===== config.mk =====
export PLATFORM = sky130hd
export DESIGN_NAME = ioc_div
export DESIGN_NICKNAME = d
export VERILOG_FILES = /design/src/hdl/ioc_div.sv
export SDC_FILE = /design/constraint.sdc
export NUM_CORES = 1
export LEC_CHECK = 0
export BUFFER_PORTS_ARGS = -buffer_cell sky130_fd_sc_hd__buf_4
export CAP_MARGIN = 20
export CORE_ASPECT_RATIO = 1.5
export CORE_MARGIN = 1
export CORE_UTILIZATION = 55
export CTS_BUF_LIST = sky130_fd_sc_hd__clkbuf_8
export DETAILED_ROUTE_END_ITERATION = 16
export GPL_TIMING_DRIVEN = 0
export PLACE_DENSITY = 0.69
export SYNTH_ARGS = -nofsm -noshare
export SYNTH_HDL_FRONTEND = slang
export SYNTH_SLANG_ARGS = --single-unit

===== constraint.sdc =====
create_clock -name clk -period 9.6 [get_ports clk]
set_input_delay 0.48 -clock clk [delete_from_list [all_inputs] [get_ports clk]]
set_output_delay 0.48 -clock clk [all_outputs]
set_load 0.05 [all_outputs]

===== src/hdl/ioc_div.sv =====
// ----------------------------------------------------------------------------
// ioc_div: divider by a fixed calibration length
// Unsigned quotient of a wide dividend by a constant divisor, using a scaled
// reciprocal, a two-part product and one correction step.
// ----------------------------------------------------------------------------
module ioc_div #(
	parameter int W = 31,
	parameter int D = 50
) (
	input  logic         clk,
	input  logic         arst_n,
	input  logic         start,
	input  logic [W-1:0] dividend,
	output logic         busy,
	output logic         done,
	output logic [W-1:0] quotient
);

	// The reciprocal is scaled by 2^32, so the estimate is never more than one low.
	localparam logic [32:0]  RECIP   = 33'((64'd1 << 32) / 64'(D));
	localparam logic [W-1:0] DIVISOR = W'(D);
	localparam int           HW      = W - 16;

	logic           busy_q;
	logic           done_q;
	logic [1:0]     step_q;
	logic [W-1:0]   num_q;
	logic [W-1:0]   quo_q;
	logic [63:0]    prod_q;
	logic [48:0]    prod_lo;
	logic [HW+32:0] prod_hi;
	logic [W-1:0]   rem_c;

	assign prod_lo = num_q[15:0] * RECIP;
	assign prod_hi = num_q[W-1:16] * RECIP;
	assign rem_c   = num_q - W'(quo_q * DIVISOR);

	always_ff @(posedge clk or negedge arst_n) begin
		if (!arst_n) begin
			busy_q <= 1'b0;
			done_q <= 1'b0;
			step_q <= '0;
		end else begin
			done_q <= 1'b0;
			if (start) begin
				busy_q <= 1'b1;
				step_q <= '0;
			end else if (busy_q) begin
				step_q <= step_q + 1'b1;
				if (step_q == 2'd3) begin
					busy_q <= 1'b0;
					done_q <= 1'b1;
				end
			end
		end
	end

	always_ff @(posedge clk) begin
		if (start) begin
			num_q <= dividend;
		end else if (busy_q) begin
			unique case (step_q)
				2'd0: prod_q <= 64'(prod_lo);
				2'd1: prod_q <= prod_q + 64'({prod_hi, 16'h0000});
				2'd2: quo_q  <= prod_q[32 +: W];
				2'd3: if (rem_c >= DIVISOR) quo_q <= quo_q + 1'b1;
			endcase
		end
	end

	assign busy     = busy_q;
	assign done     = done_q;
	assign quotient = quo_q;

endmodule


== Yosys cells after proc, flatten, opt, wreduce, memory -nomap -nowiden ==
Index checks and enable logic that the tools add are counted.

* Output and inout port bits: 33
* Input port bits: 34
* Bits in registers: 130

* Bitwise logic cells: 1
* Multiply operators: 3
* Reductions and logical operators: 6
* Equal/unequal tests: 4
* Magnitude comparators: 1
* $add $sub $neg: 4
* Muxes and demuxes: 11

{| class="wikitable"
|+ Operators by type and width
! operator !! count
|-
| 64-bit one-hot mux with 2 select lines || 1
|-
| 64-bit by 58-bit adder with 64-bit output || 1
|-
| 31-bit one-hot mux with 2 select lines || 1
|-
| 16-bit by 27-bit multiplier with 43-bit output, second input constant || 1
|-
| 15-bit by 27-bit multiplier with 42-bit output, second input constant || 1
|-
| 31-bit by 1-bit adder with 31-bit output, second input constant || 1
|-
| 31-bit by 6-bit >= comparator with 1-bit output, second input constant || 1
|-
| 31-bit by 5-bit multiplier with 30-bit output, second input constant || 1
|-
| 31-bit two-way mux || 1
|-
| 31-bit subtractor || 1
|-
| 1-bit two-way mux || 6
|-
| 2-bit nonzero test || 3
|-
| 2-bit == test, second input constant || 2
|-
| 2-bit two-way mux || 2
|-
| 4-bit AND reduction || 1
|-
| 3-bit AND reduction || 1
|-
| 2-bit by 1-bit adder with 2-bit output, second input constant || 1
|-
| 2-bit by 1-bit == test with 1-bit output, second input constant || 1
|-
| 2-bit zero test || 1
|-
| 2-bit by 1-bit inequality test with 1-bit output, second input constant || 1
|-
| 1-bit NOT || 1
|}

== Depth between registers and ports, before layout ==
Gate-level depths: netlist (run 1).

* Word-level depth: 5
* Mapped depth: 34

== Worst setup path before layout (run 1) ==
OpenSTA, ideal clock, no wires.

* Path kind: register -> register
* Start: register num_q[17]
* End: register prod_q[55] (data pin)
* Cell stages (with the launch flop): 31
* Setup slack: 2.177 ns
* Setup time: 0.266 ns
* Required time: 9.334 ns
* Clock period less this slack: 7.423 ns
* Arrival: 7.158 ns
* Cell sequence: edfxtp_1 -> inv_1 -> fa_1 -> fa_1 -> inv_1 -> ha_1 -> fa_1 -> fa_1 -> inv_1 -> fa_1 -> inv_1 -> ha_1 -> nand4_1 -> o21ai_0 -> nor2_1 -> o31ai_1 -> a21o_1 -> a21oi_1 -> xnor2_1 -> ha_1 -> clkbuf_1 -> a21o_1 -> a21o_1 -> a21o_1 -> a21o_1 -> a21o_1 -> a21o_1 -> a211oi_1 -> o21ai_0 -> xnor2_1 -> nor2_1

* Longest elaborated chain between the ends: 3

{| class="wikitable"
|+ Ends and longest elaborated chain
! item !! RTL line !! RTL
|-
| start, declared || 27 || <nowiki>logic [W-1:0] num_q;</nowiki>
|-
| start signal, assigned || 60 || <nowiki>num_q <= dividend;</nowiki>
|-
| 15-bit by 27-bit multiplier with 42-bit output || 35 || <nowiki>assign prod_hi = num_q[W-1:16] * RECIP;</nowiki>
|-
| 64-bit by 58-bit adder with 64-bit output || 64 || <nowiki>2'd1: prod_q <= prod_q + 64'({prod_hi, 16'h0000});</nowiki>
|-
| 64-bit one-hot mux with 2 select lines || 62 || <nowiki>unique case (step_q)</nowiki>
|-
| end signal, assigned || 63 || <nowiki>2'd0: prod_q <= 64'(prod_lo);</nowiki>
|-
| end signal, assigned || 64 ||
|-
| end, declared || 29 || <nowiki>logic [63:0] prod_q;</nowiki>
|}

No other way between the ends.
A chain may end at the register's enable or synchronous reset.

== Worst setup path after layout (run 1) ==
* Start: register num_q[17]
* End: register prod_q[61] (data pin)

The elaborated chain is that of the path after synthesis.

==> results of run 1 <==
==> worst min path at each step <==
stage	to	slack, ns	depth (start not counted)
6_report	num_q[10]	0.14	1
3_3_place_gp	done	0.29	1
4_1_cts	num_q[13]	0.11	1
2_1_floorplan	busy	0.18	0
3_5_place_dp	done	0.29	1
5_1_grt	num_q[10]	0.13	1
==> state kept, by name, summed over array words and instances (netlist names) <==
| signal | cells |
|---|---|
| num_q | 31 |
| done | 1 |
| step_q | 2 |
| busy | 1 |
| prod_q | 47 |
| quotient | 31 |
==> layout make-up <==
type	instances	area, um^2	share of cell area (%)
multi-input combinational	1868	18000	72.2
clock inverter	14	164	0.656
sequential	113	3370	13.5
buffer	34	135	0.541
clock buffer	17	234	0.937
antenna	1	2.50	0.0100
timing repair buffer	68	526	2.10
tap	564	706	2.83
inverter	481	1810	7.23
==> kinds of logic after synthesis <==
logic type,share of synthesized area [%]
mux,0.483
compound gates,14.0
xor+xnor,5.78
fa+ha+maj,47.2
buf+inv,8.32
flops,14.5
simple gates,9.69
==> critical path: stages (launching register included) <==
cell       delay, ns
edfxtp_1        0.83
inv_1           0.28
fa_1            0.64
fa_1            0.53
inv_1           0.04
ha_1            0.29
fa_1            0.47
fa_1            0.56
inv_1           0.06
fa_1            0.54
inv_1           0.04
ha_1            0.37
nand4_1         0.16
o21ai_0         0.44
o2111ai_1       0.18
nand3_1         0.17
nand2_1         0.20
a21oi_1         0.33
nor4_1          0.09
a211oi_1        0.79
ha_1            0.38
clkbuf_1        0.20
a21o_1          0.21
a2111o_1        0.40
o21ai_0         0.32
o21ai_0         0.18
xnor2_1         0.16
nor2_1          0.05
==> per-layer routing <==
layer,up-vias,routed length [um]
met5,-,0
met4,0,4220
met3,152,2030
met2,458,32300
met1,8888,23800
li1,8712,-
==> cells in the final DEF (no fill, tap or decap), types with 6 or more instances in the layout <==
cell and instances:
nand2b_1 24, and3_1 19, fa_1 256, a21oi_1 178, nand3b_1 6, ha_1 471
nor3_1 23, or3_1 9, edfxtp_1 109, o31ai_1 10, a31o_2 8, inv_1 481
o2111ai_1 10, o211ai_1 15, clkbuf_1 30, o21ai_0 81, xor2_1 55, nor3b_1 6
nand3_1 43, o221ai_1 6, nor2_1 148, nand2_1 106, buf_4 67, nor2b_1 17
o21bai_1 12, a21boi_0 6, o22ai_1 6, nand4_1 24, mux2i_1 9, a21o_1 76
clkbuf_8 17, and2_1 9, a211oi_1 20, a31oi_1 13, xnor2_1 99, nor4_1 7
o21a_1 22
==> stage by stage <==
step,setup slack [ns],hold slack [ns],std cells
floorplan,2.18,0.184,2496
global placement,0.515,0.292,3126
detailed placement,0.515,0.292,3127
CTS,0.434,0.106,3159
global route,0.0561,0.126,3160
finish,0.379,0.142,3160
==> what timing repair did <==
| action | in CTS | in global routing |
|---|---|---|
| hold buffers | 1 | 0 |
| resized for setup | 0 | 0 |
| buffers inserted | 0 | 0 |
| endpoints found under the hold margin | 4 | 0 |
==> flow_metrics.tcl, run 1 <==
set metrics [dict create \
    r2r_slack_ns 0.38 \
    drt_iter0_drc 950 \
    fp.dieW_um 170 \
    num_vias 18200 \
    core_area_um2 41900 \
    hp-class "primary input to flop" \
    synth_edf_count 109 \
    crit_path_max_fanout 9 \
    fin_crit_ns 9.22 \
    wl_per_cell_um 19.7 \
    synth_top_area_share_pct 25.3 \
    postSynthAreaPerCell_um2 9.35 \
    cp.arrival_ns 9.45 \
    syn_inst 2496 \
    cts-root-buf "clkbuf_8" \
    required_ns 9.83 \
    htree_levels 4 \
    drc 0 \
    ys_types 75 \
    end_kind "flop" \
    cts_buffers 17 \
    cap_violations 0 \
    outcome "finished, final reports clean" \
    ios 67 \
    start_util_pct 55.7 \
    insertion_delay_ns 0.51 \
    avgViaCountPerCell 5.76 \
    clock-sinks 113 \
    dieArea_um2 43300 \
    n_fill_cell 3826 \
    ys_warn_count 0 \
    yosys-top-cells-area "ha_1, fa_1, edfxtp_1" \
    dpl-instance-area_um2 24600 \
    start_kind "flop" \
    r2r-end "prod_q[61]" \
    die_y_um 254 \
    io_buffers 66 \
    worstSetupStartpoint "num_q[17]" \
    tightest_slew_ns 1.12 \
    drive_gt1_share_pct 4.86 \
    synth_nets 3257 \
    yosysSeqAreaShare_pct 14.5 \
    slew_viol_final 0 \
    antenna_left 0 \
    max_freq_ghz 0.108 \
    yosys.area.top_type "ha_1" \
    final_area_um2 25000 \
    wl_um 62300 \
    grt.met1_usage_pct 32.7 \
    grt-busiest-layer "met2" \
    rsz0062_at_grt "no" \
    maxSlewHeadroom_pct 23.3 \
    nets 3344 \
    grt-ovfl-total 0 \
    setup_violations 0 \
    async_flop_share_pct 3.54 \
    antenna_found_initial 1 \
    grt_usage_pct 30.1 \
    finalClockSkew_ns 0.0242 \
    dr.pass1.iters 5 \
    gp_congestion 0.978 \
    cts_buffer_depth 2 \
    synthTopCellsByCount "inv_1, ha_1, fa_1" \
    use_met2_pct 55.4 \
    synth-seq-cells 113 \
    final_core_util_pct 59.6 \
    grt_pass1_vias 18800 \
    grt_use_met3_pct 2.55 \
    synth-main-ff-cell "edfxtp_1" \
    tns_ns 0 \
    rows 92 \
    cts_tree "built" \
    period_share_pct 96.1 \
    clkTransAtPathRegs_ns 0.09 \
    worstHoldStart "dividend[10]" \
    path_class "flop to flop" \
    area.growth.synth_to_final_pct 7.03 \
    yosysMostFrequentCell "inv_1" \
    ff2ff_path_depth 27 \
    grt_max_degree 36 \
    grt_pass1_wl_um 98500 \
    place_hpwl_um 53600 \
    hold_violations 0 \
    crit_end "prod_q[61]" \
    synth_area_um2 23300 \
    r2r-start "num_q[17]" \
]
Power of run 1 is left out: the tool's default activity adds up to more than one toggle a clock period on the data nets, which glitch-free logic cannot reach.
==> run 2: changes to the inputs <==
- CORE_UTILIZATION: 55 -> 40
- PLACE_DENSITY: 0.69 -> 0.52
==> run 2 against run 1 <==
Effect of this change:
- maximum frequency increased by 1.2%
- sequential share of layout area decreased by 0.16 points
- worst hold slack lost 0.014 ns
- critical path type unchanged
- first-iteration DRC count down 31%
- cell count grew 6.7%
==> flow_metrics.tcl, run 2 (synthesis gave the netlist of run 1 again) <==
set metrics [dict create \
    layout_common_cells "inv_1, ha_1, fa_1" \
    max_stage_delay_ns 0.78 \
    cts_buffers 17 \
    slowest_stage "edfxtp_1" \
    antenna_left 0 \
    drt_iter0_drc 657 \
    grt_pass1_wl_um 106000 \
    cts_buffer_depth 2 \
    start_util_pct 40.4 \
    worstHoldStart "dividend[18]" \
    place_hpwl_um 57500 \
    place_ws_ns 0.416 \
    r2r-start "num_q[16]" \
    rsz0062_at_grt "no" \
    num_vias 17800 \
    cap_violations 0 \
    worstSetupStartpoint "num_q[16]" \
    die_y_um 298 \
    tns_ns 0 \
    path_class "flop to flop" \
    placed_cells 3333 \
    max_freq_ghz 0.110 \
    cts-root-buf "clkbuf_8" \
    wl_um 66200 \
    avgViaCountPerCell 5.27 \
    hp-class "primary input to flop" \
    fin_crit_ns 9.11 \
    ios 67 \
    stdcell_count 3371 \
    slew_viol_final 0 \
    end_kind "flop" \
    wl_per_cell_um 19.6 \
    dieArea_um2 59300 \
    area.growth.synth_to_final_pct 8.33 \
    grt_pass1_vias 19100 \
    regMostFlops "prod_q" \
    drc 0 \
    final_common_cell "inv_1" \
    htree_levels 4 \
    setup_ws_ns 0.489 \
    nets 3348 \
    finalClockSkew_ns 0.0285 \
    cpMostUsedCell "a21o_1" \
    insertion_delay_ns 0.52 \
    clock-sinks 113 \
    dr.pass1.iters 5 \
    tightest_slew_ns 1.00 \
    period_share_pct 94.9 \
    hold_violations 0 \
    start_kind "flop" \
    required_ns 9.85 \
    clkTransAtPathRegs_ns 0.10 \
    maxSlewHeadroom_pct 32.9 \
    outcome "finished, final reports clean" \
    path_buf_inv 5 \
    crit_end "prod_q[55]" \
    ff2ff_path_depth 30 \
    fp.dieW_um 199 \
    r2r_slack_ns 0.49 \
    setup_violations 0 \
    cts_tree "built" \
    grt_usage_pct 23.6 \
    gp_congestion 0.917 \
    cp.depth 30 \
    drive_gt1_share_pct 5.00 \
    largest_reg_flops 47 \
    r2r-end "prod_q[55]" \
    io_buffers 66 \
    grt-ovfl-total 0 \
    rows 108 \
    grt_max_degree 36 \
    final_area_um2 25300 \
    dpl-instance-area_um2 24800 \
    core_area_um2 57700 \
    cp_top_family "adder cells" \
    antenna_found_initial 1 \
    cp.arrival_ns 9.36 \
    crit_path_max_fanout 8 \
]
-- run 2: changes by cell type in the layout (fill, tap and decap cells not counted), sizes merged --
cell	previous run	this run
clkinv	6	5
buf	71	75
inv	484	486
-- run 2: layout make-up --
| class | instances | area, um^2 |
|---|---|---|
| fillers | 5771 | 32400 |
| multi-input cells | 1868 | 18000 |
| flip-flops and latches | 113 | 3370 |
| inverters | 481 | 1810 |
| well taps | 770 | 963 |
| repair buffers | 72 | 568 |
| clock buffers | 17 | 234 |
| clock inverters | 15 | 168 |
| plain buffers | 34 | 135 |
| diodes | 1 | 2.50 |
-- run 2: timing repair --
item	CTS	global route
buffers inserted	0	4
gates resized for setup	0	0
hold endpoints to repair	4	0
setup endpoints to repair	0	2
hold buffers	1	0
-- run 2: layer usage --
metal | track usage (%) | up-vias | part of all wire (%)
li1 | - | 8693 | -
met4 | 11.2 | 0 | 4.6
met5 | 0 | - | 0
met1 | 26.7 | 8726 | 40
met2 | 43.8 | 250 | 54
met3 | 1.85 | 98 | 2.0
-- run 2: how the worst min path moves through the flow --
stage,cells past startpoint,slack (ns),to
after floorplan,0,0.18,busy
after global placement,1,0.29,done
after detailed placement,1,0.29,done
after CTS,1,0.08,num_q[18]
after global routing,1,0.1,num_q[17]
final,1,0.13,num_q[18]
-- run 2: stage by stage --
step	util, %	hold slack [ns]
after floorplan	-	0.184
after CTS	43.7	0.0807
after global placement	43.0	0.293
final	43.8	0.128
after global routing	43.8	0.0980
after detailed placement	43.0	0.292
-- run 2: worst register-to-register path: cells and delay by family, from the launching register on --
| kind | cells | cell delay, ns |
|---|---|---|
| xor+xnor | 2 | 0.42 |
| simple gates | 3 | 0.38 |
| fa+ha+maj | 8 | 3.73 |
| flops | 1 | 0.78 |
| compound gates | 12 | 2.88 |
| buf+inv | 5 | 0.64 |
Power of run 2 is left out for the same reason.
