--- src/hdl/ioc_isqrt.sv ---
// ----------------------------------------------------------------------------
// ioc_isqrt: iterative integer square root
// Floor square root of a 32-bit value, one result bit a cycle.
// ----------------------------------------------------------------------------
module ioc_isqrt (
	input  logic        clk,
	input  logic        arst_n,
	input  logic        start,
	input  logic [31:0] radicand,
	output logic        done,
	output logic [15:0] root
);

	logic        busy_q;
	logic        done_q;
	logic [3:0]  cnt_q;
	logic [31:0] rad_q;
	logic [17:0] rem_q;
	logic [15:0] root_q;
	logic [19:0] rem_sh;
	logic [19:0] trial;
	logic        ge;

	assign rem_sh = {rem_q, rad_q[31:30]};
	assign trial  = {2'b00, root_q, 2'b01};
	assign ge     = rem_sh >= trial;

	always_ff @(posedge clk or negedge arst_n) begin
		if (!arst_n) begin
			busy_q <= 1'b0;
			done_q <= 1'b0;
			cnt_q  <= '0;
		end else begin
			done_q <= 1'b0;
			if (start) begin
				busy_q <= 1'b1;
				cnt_q  <= 4'd15;
			end else if (busy_q) begin
				cnt_q <= cnt_q - 1'b1;
				if (cnt_q == 4'd0) begin
					busy_q <= 1'b0;
					done_q <= 1'b1;
				end
			end
		end
	end

	always_ff @(posedge clk) begin
		if (start) begin
			rad_q  <= radicand;
			rem_q  <= '0;
			root_q <= '0;
		end else if (busy_q) begin
			rad_q  <= {rad_q[29:0], 2'b00};
			rem_q  <= ge ? 18'(rem_sh - trial) : rem_sh[17:0];
			root_q <= {root_q[14:0], ge};
		end
	end

	assign done = done_q;
	assign root = root_q;

endmodule

--- config.mk ---
export PLATFORM = sky130hd
export DESIGN_NAME = ioc_isqrt
export DESIGN_NICKNAME = d
export VERILOG_FILES = /design/src/hdl/ioc_isqrt.sv
export SDC_FILE = /design/constraint.sdc
export NUM_CORES = 1
export LEC_CHECK = 0
export ABC_AREA = 1
export BUFFER_PORTS_ARGS = -buffer_cell sky130_fd_sc_hd__buf_2
export CAP_MARGIN = 10
export CORE_UTILIZATION = 40
export CTS_CLUSTER_SIZE = 10
export DETAILED_ROUTE_END_ITERATION = 16
export PLACE_DENSITY = 0.64
export SLEW_MARGIN = 10
export SYNTH_ARGS = -nofsm -noshare
export SYNTH_HDL_FRONTEND = slang
export SYNTH_SLANG_ARGS = --single-unit
--- constraint.sdc ---
create_clock -name clk -period 6.5 [get_ports clk]
set_clock_uncertainty 0.1 [all_clocks]
set_input_delay 0.65 -clock clk [delete_from_list [all_inputs] [get_ports clk]]
set_output_delay 0.65 -clock clk [all_outputs]
set_load 0.02 [all_outputs]
==> After elaboration in Yosys (flattened, before gate mapping) <==
Index checks and enable logic that the tools add are counted.
{ "totals": {"ff_bits": 72, "inputBits": 35, "output_inout_bits": 17, "elab_cells": 22} }
{ "classes": {"n_addsub": 2, "n_lt_le_gt_ge": 1, "n_mux": 11, "n_reduce_logical": 2} }
{ "op_table": {"columns": ["op", "n"], "rows": [
  ["$mux 32", 2],
  ["$ge 20x18->1", 1],
  ["$mux 18", 1],
  ["$sub 18x18->18", 1],
  ["$mux 4", 2],
  ["$mux 1", 6],
  ["$logic_not 4->1", 1],
  ["$sub 4x1->4 const B", 1],
  ["$reduce_bool 2->1", 1]
]} }

==> Depth between registers and ports, before layout <==
Gate-level depths: netlist (run 1).
{ "depth": {"depth_word": 4, "depth_mapped": 15, "depth_no_buf": 15} }

==> Worst setup path before layout (run 1) <==
Ideal clock, no wire load.
{ "synth_path": {"path_type": "input to register", "startpoint": "input port start", "endpoint": "register rad_q[0], enable pin", "setup_ns": 0.409, "t_arrival_ns": 1.969, "t_required_ns": 5.991, "slack_ns": 4.022, "path_stages": 3, "path_buffers": 1, "path_cell_list": "nor2_1 > inv_1 > clkbuf_1"} }
{ "synth_via": {"elab_chain_len": 1} }
{ "synth_rtl": {"columns": ["item", "line", "rtl"], "rows": [
  ["from (decl)", "8", "input logic start,"],
  ["$reduce_bool 2->1 (no line)", null, null],
  ["to (signal assigned)", "50", "rad_q <= radicand;"],
  ["to (signal assigned)", "54", "rad_q <= {rad_q[29:0], 2'b00};"],
  ["to (decl)", "17", "logic [31:0] rad_q;"]
]} }
No other way between the ends.
A chain may end at the register's enable or synchronous reset.

==> impl_metrics.prom, run 1 <==
# TYPE chip_impl_metric gauge
chip_impl_info{name="cts_tree",value="yes"} 1
chip_impl_metric{name="switching_share",unit="%"} 44.4
chip_impl_metric{name="overflow_left_after_global_routing",unit=""} 0
chip_impl_info{name="crit_chain",value="buf_2 -> clkinv_1 -> buf_4 -> nand3_4 -> inv_2 -> a21oi_1 -> inv_1"} 1
chip_impl_metric{name="post_synth_instance_area",unit="mm^2"} 0.00416
chip_impl_metric{name="power_per_cell_area",unit="mW/mm^2"} 434
chip_impl_info{name="critical-path-slowest-cell",value="sky130_fd_sc_hd__clkinv_1"} 1
chip_impl_metric{name="switchingPower",unit="uW"} 913
chip_impl_metric{name="final.min_clock_period",unit="ns"} 2.56
chip_impl_metric{name="groute.usage.overall",unit="%"} 18.4
chip_impl_metric{name="yosys_warnings",unit=""} 0
chip_impl_metric{name="timing.slew.headroom",unit="%"} 56.4
chip_impl_metric{name="setup_viol",unit=""} 0
chip_impl_metric{name="routed_length_per_placed_instance",unit="um"} 12.5
chip_impl_metric{name="area_fraction_in_compound_gates_after_synthesis",unit="%"} 6.26
chip_impl_metric{name="design.portCount",unit=""} 52
chip_impl_metric{name="worstSkewPairLatency",unit="ns"} 0.34
chip_impl_metric{name="drt_pre_antenna_iters",unit=""} 4
chip_impl_metric{name="cts.repair_timing.setup_buffer_count",unit=""} 0
chip_impl_metric{name="initial_core_util",unit="%"} 42.0
chip_impl_metric{name="chipHeight",unit="um"} 104
chip_impl_metric{name="drt_drc_violations_left",unit=""} 0
chip_impl_metric{name="synth-simple-area-share",unit="%"} 34.6
chip_impl_metric{name="vias",unit=""} 3581
chip_impl_metric{name="final.setup.tns",unit="ns"} 0
chip_impl_metric{name="design.die.area",unit="mm^2"} 0.0108
chip_impl_metric{name="ctsHtreeMaxLevel",unit=""} 3
chip_impl_metric{name="critical_path_arrival",unit="ns"} 2.70
chip_impl_metric{name="drt_first_iter_violations",unit=""} 158
chip_impl_metric{name="num_antenna_cells",unit=""} 0
chip_impl_metric{name="grt_first_pass_wirelength",unit="um"} 16100
chip_impl_metric{name="seq_power_share",unit="%"} 29.2
chip_impl_metric{name="maxClockFrequency",unit="MHz"} 390
chip_impl_info{name="mostFrequentLayoutCell",value="sky130_fd_sc_hd__nand2_1"} 1
chip_impl_metric{name="layout_worst_path_cycle_share",unit="%"} 39.4
chip_impl_metric{name="final-hold-violation-count",unit=""} 0
chip_impl_metric{name="route.final.wire_length",unit="um"} 9300
chip_impl_info{name="worstSetupPathType",value="primary input to flop"} 1
chip_impl_metric{name="power.clock.fraction",unit="%"} 19.7
chip_impl_metric{name="clkTransAtPathRegs",unit="ns"} 0.08
chip_impl_info{name="r2r-start",value="busy_q"} 1
chip_impl_metric{name="worst-slew-pin-transition",unit="ns"} 0.655
chip_impl_info{name="synth_top_family_by_area",value="simple AND/OR/NAND/NOR gates"} 1
chip_impl_metric{name="postSynthAreaPerCell",unit="um^2"} 7.48
chip_impl_metric{name="worst-r2r-cell-count",unit=""} 4
chip_impl_metric{name="post_synth_fa_ha_maj_area_fraction",unit="%"} 5.71
chip_impl_metric{name="post_dp_hpwl",unit="um"} 6970
chip_impl_metric{name="max-clock-path-buffers",unit=""} 2
chip_impl_metric{name="postRouteAntennaNets",unit=""} 0
chip_impl_info{name="cpLargestDelayFamily",value="buffers and inverters"} 1
chip_impl_metric{name="die_width",unit="um"} 104
chip_impl_info{name="setup.worst_path.start_class",value="primary input"} 1
chip_impl_metric{name="synth_fp_nets",unit=""} 610
chip_impl_metric{name="place_inst",unit=""} 727
chip_impl_info{name="worstSetupEndpointType",value="flop"} 1
chip_impl_info{name="r2r-end",value="root[14]"} 1
chip_impl_metric{name="cts.repair.resized",unit=""} 0
chip_impl_metric{name="share_of_post_route_cells_with_drive_strength_above_1",unit="%"} 16.6
chip_impl_metric{name="hold_buffers",unit=""} 0
chip_impl_metric{name="max_stage_delay",unit="ns"} 0.73
chip_impl_metric{name="synthesis.instances",unit=""} 556
chip_impl_metric{name="peak_ir_drop_on_the_vdd_network",unit="mV"} 0.139
chip_impl_metric{name="portBuffers",unit=""} 51
chip_impl_metric{name="synth_sequential_area_ratio",unit="%"} 43.1
chip_impl_metric{name="route.detailed.vias_per_inst",unit=""} 4.82
chip_impl_metric{name="worstPathRequired",unit="ns"} 6.64
chip_impl_metric{name="largest_net_degree_at_the_start_of_global_routing",unit=""} 40
chip_impl_metric{name="final_net_count",unit=""} 659
chip_impl_metric{name="crit_fanout",unit=""} 39
chip_impl_metric{name="floorplan.rows",unit=""} 36
chip_impl_metric{name="yosys_register_bits",unit=""} 72
chip_impl_metric{name="first_global_vias",unit=""} 3524
chip_impl_info{name="clock_tree.root_cell",value="sky130_fd_sc_hd__clkbuf_8"} 1
chip_impl_metric{name="tritoncts_sinks",unit=""} 72
chip_impl_metric{name="finish.cell_count_without_fillers",unit=""} 743
chip_impl_metric{name="gp_congestion",unit=""} 0.856
chip_impl_metric{name="power.share.combinational",unit="%"} 51.1
chip_impl_metric{name="intPower",unit="uW"} 1140
chip_impl_metric{name="std_cell_core_area",unit="mm^2"} 0.00991
chip_impl_metric{name="power_leakage",unit="uW"} 0.00245
chip_impl_metric{name="r2r_slack",unit="ns"} 4.17
chip_impl_metric{name="synth.distinct_cells",unit=""} 39
chip_impl_metric{name="path_buf_inv",unit=""} 5
chip_impl_metric{name="area_growth_syn_to_layout",unit="%"} 13.8
chip_impl_metric{name="number_of_buffers_created_by_cts",unit=""} 9
chip_impl_metric{name="finalMaxSlewViolations",unit=""} 0
chip_impl_info{name="final_cell_mix",value="sky130_fd_sc_hd__nand2_1 (220), sky130_fd_sc_hd__inv_1 (67), sky130_fd_sc_hd__buf_2 (51), sky130_fd_sc_hd__nand3_1 (38), sky130_fd_sc_hd__dfxtp_1 (34)"} 1
chip_impl_metric{name="multiplexer_area_fraction_after_synthesis",unit="%"} 0
chip_impl_info{name="hold_path.class",value="primary input to asynchronous set/reset pin"} 1
chip_impl_info{name="rsz0062_at_grt",value="no"} 1
chip_impl_metric{name="synthXorXnorAreaFrac",unit="%"} 1.47
chip_impl_info{name="run_status",value="finished, final reports clean"} 1
chip_impl_metric{name="max_cap_viol_count",unit=""} 0
chip_impl_metric{name="grt_antenna_before_repair",unit=""} 0
## how the worst max path moves through the flow
stage          start       end  slack [ns]  cells after the start
3_5_place_dp   start   root[0]        3.54                      7
3_3_place_gp   start   root[0]        3.61                      7
4_1_cts        start   root[0]        3.91                      7
6_report       start   root[0]        3.94                      7
2_1_floorplan  start  rad_q[0]        4.02                      3
5_1_grt        start   root[0]        3.61                      7
## stage by stage
| stage | hold WS [ns] | power (uW) | utilization (%) | setup WS [ns] | area [um^2] |
|---|---|---|---|---|---|
| floorplan | 0.254 | 1450 | - | 4.02 | 4160 |
| global placement | 0.353 | 1640 | 45.5 | 3.61 | 4510 |
| detailed placement | 0.353 | 1650 | 45.5 | 3.54 | 4510 |
| CTS | 0.00379 | 2070 | 47.8 | 3.91 | 4740 |
| global route | 0.0151 | 2250 | 47.8 | 3.61 | 4740 |
| finish | 0.0156 | 2060 | 47.8 | 3.94 | 4740 |
## synth_stat cells
| cell | count | area (um^2) |
|---|---|---|
| sky130_fd_sc_hd__a21oi_1 | 16 | 80.1 |
| sky130_fd_sc_hd__a21oi_4 | 1 | 16.3 |
| sky130_fd_sc_hd__a22oi_1 | 1 | 7.51 |
| sky130_fd_sc_hd__buf_1 | 1 | 3.75 |
| sky130_fd_sc_hd__buf_12 | 1 | 20.0 |
| sky130_fd_sc_hd__buf_2 | 4 | 20.0 |
| sky130_fd_sc_hd__buf_4 | 1 | 7.51 |
| sky130_fd_sc_hd__clkbuf_1 | 8 | 30.0 |
| sky130_fd_sc_hd__clkbuf_8 | 1 | 13.8 |
| sky130_fd_sc_hd__clkinv_1 | 1 | 3.75 |
| sky130_fd_sc_hd__dfrtp_1 | 6 | 150 |
| sky130_fd_sc_hd__dfxtp_1 | 34 | 681 |
| sky130_fd_sc_hd__edfxtp_1 | 32 | 961 |
| sky130_fd_sc_hd__ha_1 | 19 | 238 |
| sky130_fd_sc_hd__inv_1 | 67 | 251 |
| sky130_fd_sc_hd__inv_2 | 4 | 15.0 |
| sky130_fd_sc_hd__inv_4 | 1 | 6.26 |
| sky130_fd_sc_hd__nand2_1 | 220 | 826 |
| sky130_fd_sc_hd__nand2_2 | 8 | 50.1 |
| sky130_fd_sc_hd__nand2_4 | 1 | 11.3 |
| sky130_fd_sc_hd__nand2_8 | 1 | 20.0 |
| sky130_fd_sc_hd__nand3_1 | 38 | 190 |
| sky130_fd_sc_hd__nand3_2 | 6 | 60.1 |
| sky130_fd_sc_hd__nand3_4 | 2 | 35.0 |
| sky130_fd_sc_hd__nand3b_1 | 1 | 7.51 |
| sky130_fd_sc_hd__nand4_1 | 10 | 62.6 |
| sky130_fd_sc_hd__nor2_1 | 29 | 109 |
| sky130_fd_sc_hd__nor2_2 | 4 | 25.0 |
| sky130_fd_sc_hd__nor2_4 | 1 | 11.3 |
| sky130_fd_sc_hd__nor3_1 | 2 | 10.0 |
| sky130_fd_sc_hd__nor3b_1 | 1 | 7.51 |
| sky130_fd_sc_hd__o21a_1 | 1 | 7.51 |
| sky130_fd_sc_hd__o21ai_0 | 6 | 30.0 |
| sky130_fd_sc_hd__o21ai_2 | 2 | 17.5 |
| sky130_fd_sc_hd__o21bai_1 | 1 | 7.51 |
| sky130_fd_sc_hd__o22ai_1 | 15 | 93.8 |
| sky130_fd_sc_hd__or2_1 | 2 | 12.5 |
| sky130_fd_sc_hd__xnor2_1 | 2 | 17.5 |
| sky130_fd_sc_hd__xor2_1 | 5 | 43.8 |
## area by class of cell
type | count | area [um^2]
Clock inverter | 7 | 103
Multi-Input combinational cell | 395 | 2000
Timing Repair Buffer | 54 | 278
Clock buffer | 9 | 124
Fill cell | 1019 | 5170
Sequential cell | 72 | 1790
Inverter | 73 | 277
Tap cell | 133 | 166
## logic make-up after synthesis
family                   count (synthesis)
AND/OR/NAND/NOR                        326
flip-flops                              72
buffers and inverters                   89
XOR/XNOR                                 7
adder cells (fa/ha/maj)                 19
AO/OA/AOI/OAI                           43
## routing by layer
metal | share of wire [%] | vias up | GRT usage [%]
li1 | - | 1872 | -
met1 | 47 | 1623 | 24.4
met2 | 46 | 77 | 30.1
met3 | 4.9 | 9 | 3.32
met4 | 1.3 | 0 | 6.22
met5 | 0 | - | 0
## state kept, by name (all words and copies together), names as in the netlist
name,cells
busy_q,1
cnt_q,4
done,1
rad_q,32
rem_q,18
root,16
## power by group through the flow
stage	logic, uW	registers [uW]	clock network (uW)
2_1_floorplan	855	594	0
3_3_place_gp	1030	609	0
5_1_grt	1210	606	432
3_5_place_dp	1040	609	0
6_report	1050	600	404
4_1_cts	1050	599	414
No activity file was read; power rests on OpenSTA's default activity.
==> run 2, diff against run 1 <==
--- a/config.mk
+++ b/config.mk
@@ -5,7 +5,7 @@
 export SDC_FILE = /design/constraint.sdc
 export NUM_CORES = 1
 export LEC_CHECK = 0
-export ABC_AREA = 1
+export ABC_AREA = 0
 export BUFFER_PORTS_ARGS = -buffer_cell sky130_fd_sc_hd__buf_2
 export CAP_MARGIN = 10
 export CORE_UTILIZATION = 40
==> constraint.sdc (replaced) <==
create_clock -name clk -period 2.6 [get_ports clk]
set_clock_uncertainty 0.1 [all_clocks]
set_input_delay 0.26 -clock clk [delete_from_list [all_inputs] [get_ports clk]]
set_output_delay 0.26 -clock clk [all_outputs]
set_load 0.02 [all_outputs]
==> run 2 against run 1 <==
Compared with the run above:
- sequential share of layout area is 0.96 points lower
- register-to-register slack worse by 4.1 ns
- flip-flop and latch count unchanged
- combinational power grew to 2.8 times the previous value
- clock power grew 120%
- final cell count decreased by 20%
- hold slack better by 0.067 ns
- global-route usage is 0.69 points lower
- via count decreased by 13%
- synthesized cell count decreased by 30%
- total power rose to 2.6 times the previous value
- critical path type is now flop to flop
- largest cell class unchanged
- highest routed layer unchanged
==> impl_metrics.prom, run 2 <==
# TYPE chip_impl_metric gauge
chip_impl_info{name="run_status",value="finished, final reports clean"} 1
chip_impl_info{name="worstSetupEndpointType",value="flop"} 1
chip_impl_metric{name="std_cell_core_area",unit="mm^2"} 0.00942
chip_impl_metric{name="total_power_after_layout",unit="uW"} 5330
chip_impl_info{name="synth.top_cells.by_count",value="sky130_fd_sc_hd__nor2_1 (43), sky130_fd_sc_hd__dfxtp_1 (34), sky130_fd_sc_hd__nand2_1 (33)"} 1
chip_impl_metric{name="first_global_vias",unit=""} 2895
chip_impl_info{name="worstSetupPathType",value="flop to flop"} 1
chip_impl_metric{name="filler_cell_count",unit=""} 842
chip_impl_info{name="synth_top_cells_by_area",value="sky130_fd_sc_hd__edfxtp_1 (24%), sky130_fd_sc_hd__dfxtp_1 (17%), sky130_fd_sc_hd__mux2_2 (8.5%)"} 1
chip_impl_metric{name="synthesis.instances",unit=""} 387
chip_impl_metric{name="worst-slew-pin-transition",unit="ns"} 0.531
chip_impl_metric{name="multi_input_gate_area_in_the_final_layout",unit="mm^2"} 0.00210
chip_impl_metric{name="power_per_cell_area",unit="mW/mm^2"} 1090
chip_impl_metric{name="design.die.area",unit="mm^2"} 0.0103
chip_impl_metric{name="gp_congestion",unit=""} 0.861
chip_impl_metric{name="setup_viol",unit=""} 0
chip_impl_metric{name="grt_antenna_before_repair",unit=""} 0
chip_impl_metric{name="max_stage_delay",unit="ns"} 0.49
chip_impl_metric{name="largest_net_degree_at_the_start_of_global_routing",unit=""} 62
chip_impl_metric{name="design.portCount",unit=""} 52
chip_impl_metric{name="area.sequential",unit="mm^2"} 0.00180
chip_impl_metric{name="drt_drc_violations_left",unit=""} 0
chip_impl_metric{name="postRouteAntennaNets",unit=""} 0
chip_impl_metric{name="post_synth_instance_area",unit="mm^2"} 0.00396
chip_impl_metric{name="drt_first_iter_violations",unit=""} 116
chip_impl_metric{name="routed_length_per_placed_instance",unit="um"} 14.5
chip_impl_metric{name="share_of_post_route_cells_with_drive_strength_above_1",unit="%"} 34.4
chip_impl_metric{name="portBuffers",unit=""} 51
chip_impl_metric{name="final-hold-violation-count",unit=""} 0
chip_impl_metric{name="number_of_buffers_created_by_cts",unit=""} 9
chip_impl_metric{name="maxClockFrequency",unit="MHz"} 402
chip_impl_metric{name="max_cap_viol_count",unit=""} 0
chip_impl_metric{name="final.min_clock_period",unit="ns"} 2.49
chip_impl_metric{name="timing.slew.headroom",unit="%"} 64.3
chip_impl_metric{name="crit_fanout",unit=""} 7
chip_impl_metric{name="postSynthAreaPerCell",unit="um^2"} 10.2
chip_impl_metric{name="final_core_utilization",unit="%"} 51.9
chip_impl_metric{name="worstPathRequired",unit="ns"} 2.78
chip_impl_metric{name="finalMaxSlewViolations",unit=""} 0
chip_impl_metric{name="initial_core_util",unit="%"} 42.0
chip_impl_info{name="synthDominantAreaCellType",value="sky130_fd_sc_hd__edfxtp_1"} 1
chip_impl_metric{name="chipHeight",unit="um"} 101
chip_impl_metric{name="ctsHtreeMaxLevel",unit=""} 3
chip_impl_metric{name="synth.distinct_cells",unit=""} 59
chip_impl_info{name="max_flop_register",value="rad_q"} 1
chip_impl_metric{name="drt_pre_antenna_iters",unit=""} 4
chip_impl_metric{name="power_leakage",unit="uW"} 0.00212
chip_impl_metric{name="yosys_warnings",unit=""} 0
chip_impl_metric{name="floorplan.rows",unit=""} 35
chip_impl_info{name="postSynth.topFlopCell",value="sky130_fd_sc_hd__dfxtp_1"} 1
chip_impl_metric{name="synth_sequential_area_ratio",unit="%"} 45.3
chip_impl_metric{name="max_ffs_per_register",unit=""} 32
chip_impl_info{name="most_numerous_cell_in_the_yosys_netlist",value="sky130_fd_sc_hd__nor2_1"} 1
chip_impl_metric{name="worstSkewPairLatency",unit="ns"} 0.35
chip_impl_metric{name="die_width",unit="um"} 101
chip_impl_metric{name="overflow_left_after_global_routing",unit=""} 0
chip_impl_metric{name="tritoncts_sinks",unit=""} 72
chip_impl_info{name="critical-path-slowest-cell",value="sky130_fd_sc_hd__o41a_1"} 1
chip_impl_info{name="rsz0062_at_grt",value="yes"} 1
chip_impl_metric{name="groute.usage.overall",unit="%"} 17.7
chip_impl_metric{name="num_antenna_cells",unit=""} 0
chip_impl_metric{name="vias",unit=""} 3104
chip_impl_metric{name="final_net_count",unit=""} 517
chip_impl_info{name="clock_tree.root_cell",value="sky130_fd_sc_hd__clkbuf_8"} 1
chip_impl_metric{name="post_dp_hpwl",unit="um"} 6090
chip_impl_metric{name="grt_first_pass_wirelength",unit="um"} 14100
chip_impl_info{name="mostFrequentLayoutCell",value="sky130_fd_sc_hd__buf_2"} 1
chip_impl_info{name="hold_path.class",value="primary input to flop"} 1
chip_impl_metric{name="clkTransAtPathRegs",unit="ns"} 0.08
chip_impl_info{name="setup.worst_path.start_class",value="flop"} 1
chip_impl_metric{name="preCtsSetupSlack",unit="ns"} 0.0388
chip_impl_metric{name="postLayoutSetupSlackWorst",unit="ns"} 0.110
chip_impl_metric{name="area_growth_syn_to_layout",unit="%"} 23.4
chip_impl_metric{name="asyncSetResetFlopFracSynth",unit="%"} 8.33
chip_impl_info{name="crit_chain",value="inv_1 -> ha_1 -> nand4_1 -> o41a_1 -> a31o_4 -> buf_4 -> a311o_1 -> a31oi_1"} 1
chip_impl_metric{name="synth_fp_nets",unit=""} 441
chip_impl_metric{name="route.detailed.vias_per_inst",unit=""} 5.20
chip_impl_info{name="cts_tree",value="yes"} 1
chip_impl_metric{name="critical_path_arrival",unit="ns"} 2.67
chip_impl_metric{name="route.final.wire_length",unit="um"} 8660
chip_impl_metric{name="max-clock-path-buffers",unit=""} 2
chip_impl_metric{name="yosys_register_bits",unit=""} 72
chip_impl_metric{name="peak_ir_drop_on_the_vdd_network",unit="mV"} 0.538
chip_impl_metric{name="synth_enable_flop_cells",unit=""} 32
chip_impl_metric{name="post_synth_top_area_share",unit="%"} 24.3
chip_impl_metric{name="layout_worst_path_cycle_share",unit="%"} 95.8
chip_impl_info{name="final_cell_mix",value="sky130_fd_sc_hd__buf_2 (51), sky130_fd_sc_hd__nor2_1 (43), sky130_fd_sc_hd__nand2_1 (33), sky130_fd_sc_hd__edfxtp_1 (32), sky130_fd_sc_hd__mux2_2 (30)"} 1
## run 2: timing repair
item / 4_1_cts / 5_1_grt
hold buffers: 1 / 0
setup buffers: 0 / 3
gates resized for setup: 0 / 22
endpoints found under the setup margin: 1 / 16
endpoints found under the hold margin: 6 / 0
pin swaps: 1 / 5
## run 2: critical path, delay by kind of cell (launching register included)
kind | cells | cell delay [ns]
compound gates | 4 | 1.23
fa+ha+maj | 1 | 0.36
simple gates | 1 | 0.17
buf+inv | 2 | 0.22
flops | 1 | 0.34
## run 2: per-stage QoR
| stage | instance area [um^2] | hold WS (ns) | TNS (ns) | cells |
|---|---|---|---|---|
| finish | 4890 | 0.0830 | 0 | 597 |
| global route | 4890 | 0.0950 | -0.0196 | 597 |
| CTS | 4750 | 0.0780 | 0 | 594 |
| detailed placement | 4540 | -0.00983 | 0 | 577 |
| global placement | 4540 | -0.0100 | 0 | 577 |
| floorplan | 3970 | -0.136 | 0 | 387 |
## run 2: power by group
| part | internal [uW] | switching, uW |
|---|---|---|
| Sequential | 1370 | 132 |
| Clock | 449 | 456 |
| Combinational | 1460 | 1470 |
## run 2: cells by family after synthesis
logic type                 share of synthesized area (%)
muxes                                               13.5
buffers and inverters                               4.42
AOI/OAI and AO/OA                                   13.4
xor gates and xnor gates                            3.54
adders and majority gates                           6.01
and+or+nand+nor                                     13.9
DFF                                                 45.3
## run 2: final timing paths
kind / endpoint / from / depth (start not counted) / slack [ns]
setup / recovery: rem_q[9] / root[12] / 8 / 0.11
hold / removal: rad_q[1] / radicand[1] / 2 / 0.08
setup reg to reg: rem_q[9] / root[12] / 8 / 0.11
hold reg to reg: rem_q[15] / rem_q[15] / 2 / 0.42
max in group asynchronous: busy_q / arst_n / 2 / 2.10
min in group asynchronous: cnt_q[2] / arst_n / 2 / 0.15
## run 2: cell type report
cell class / instances / area share, %
multi-input cells: 273 / 42.9
flip-flops and latches: 72 / 36.9
clock inverters: 6 / 1.41
repair buffers: 85 / 11.2
clock buffers: 10 / 2.61
well taps: 129 / 3.30
inverters: 22 / 1.69
## run 2: per-layer routing
| layer | wire length, um | vias up | global-route usage (%) |
|---|---|---|---|
| li1 | - | 1545 | - |
| met1 | 4190 | 1490 | 24.4 |
| met2 | 4020 | 56 | 27.7 |
| met3 | 308 | 13 | 2.97 |
| met4 | 146 | 0 | 7.02 |
| met5 | 0 | - | 0 |
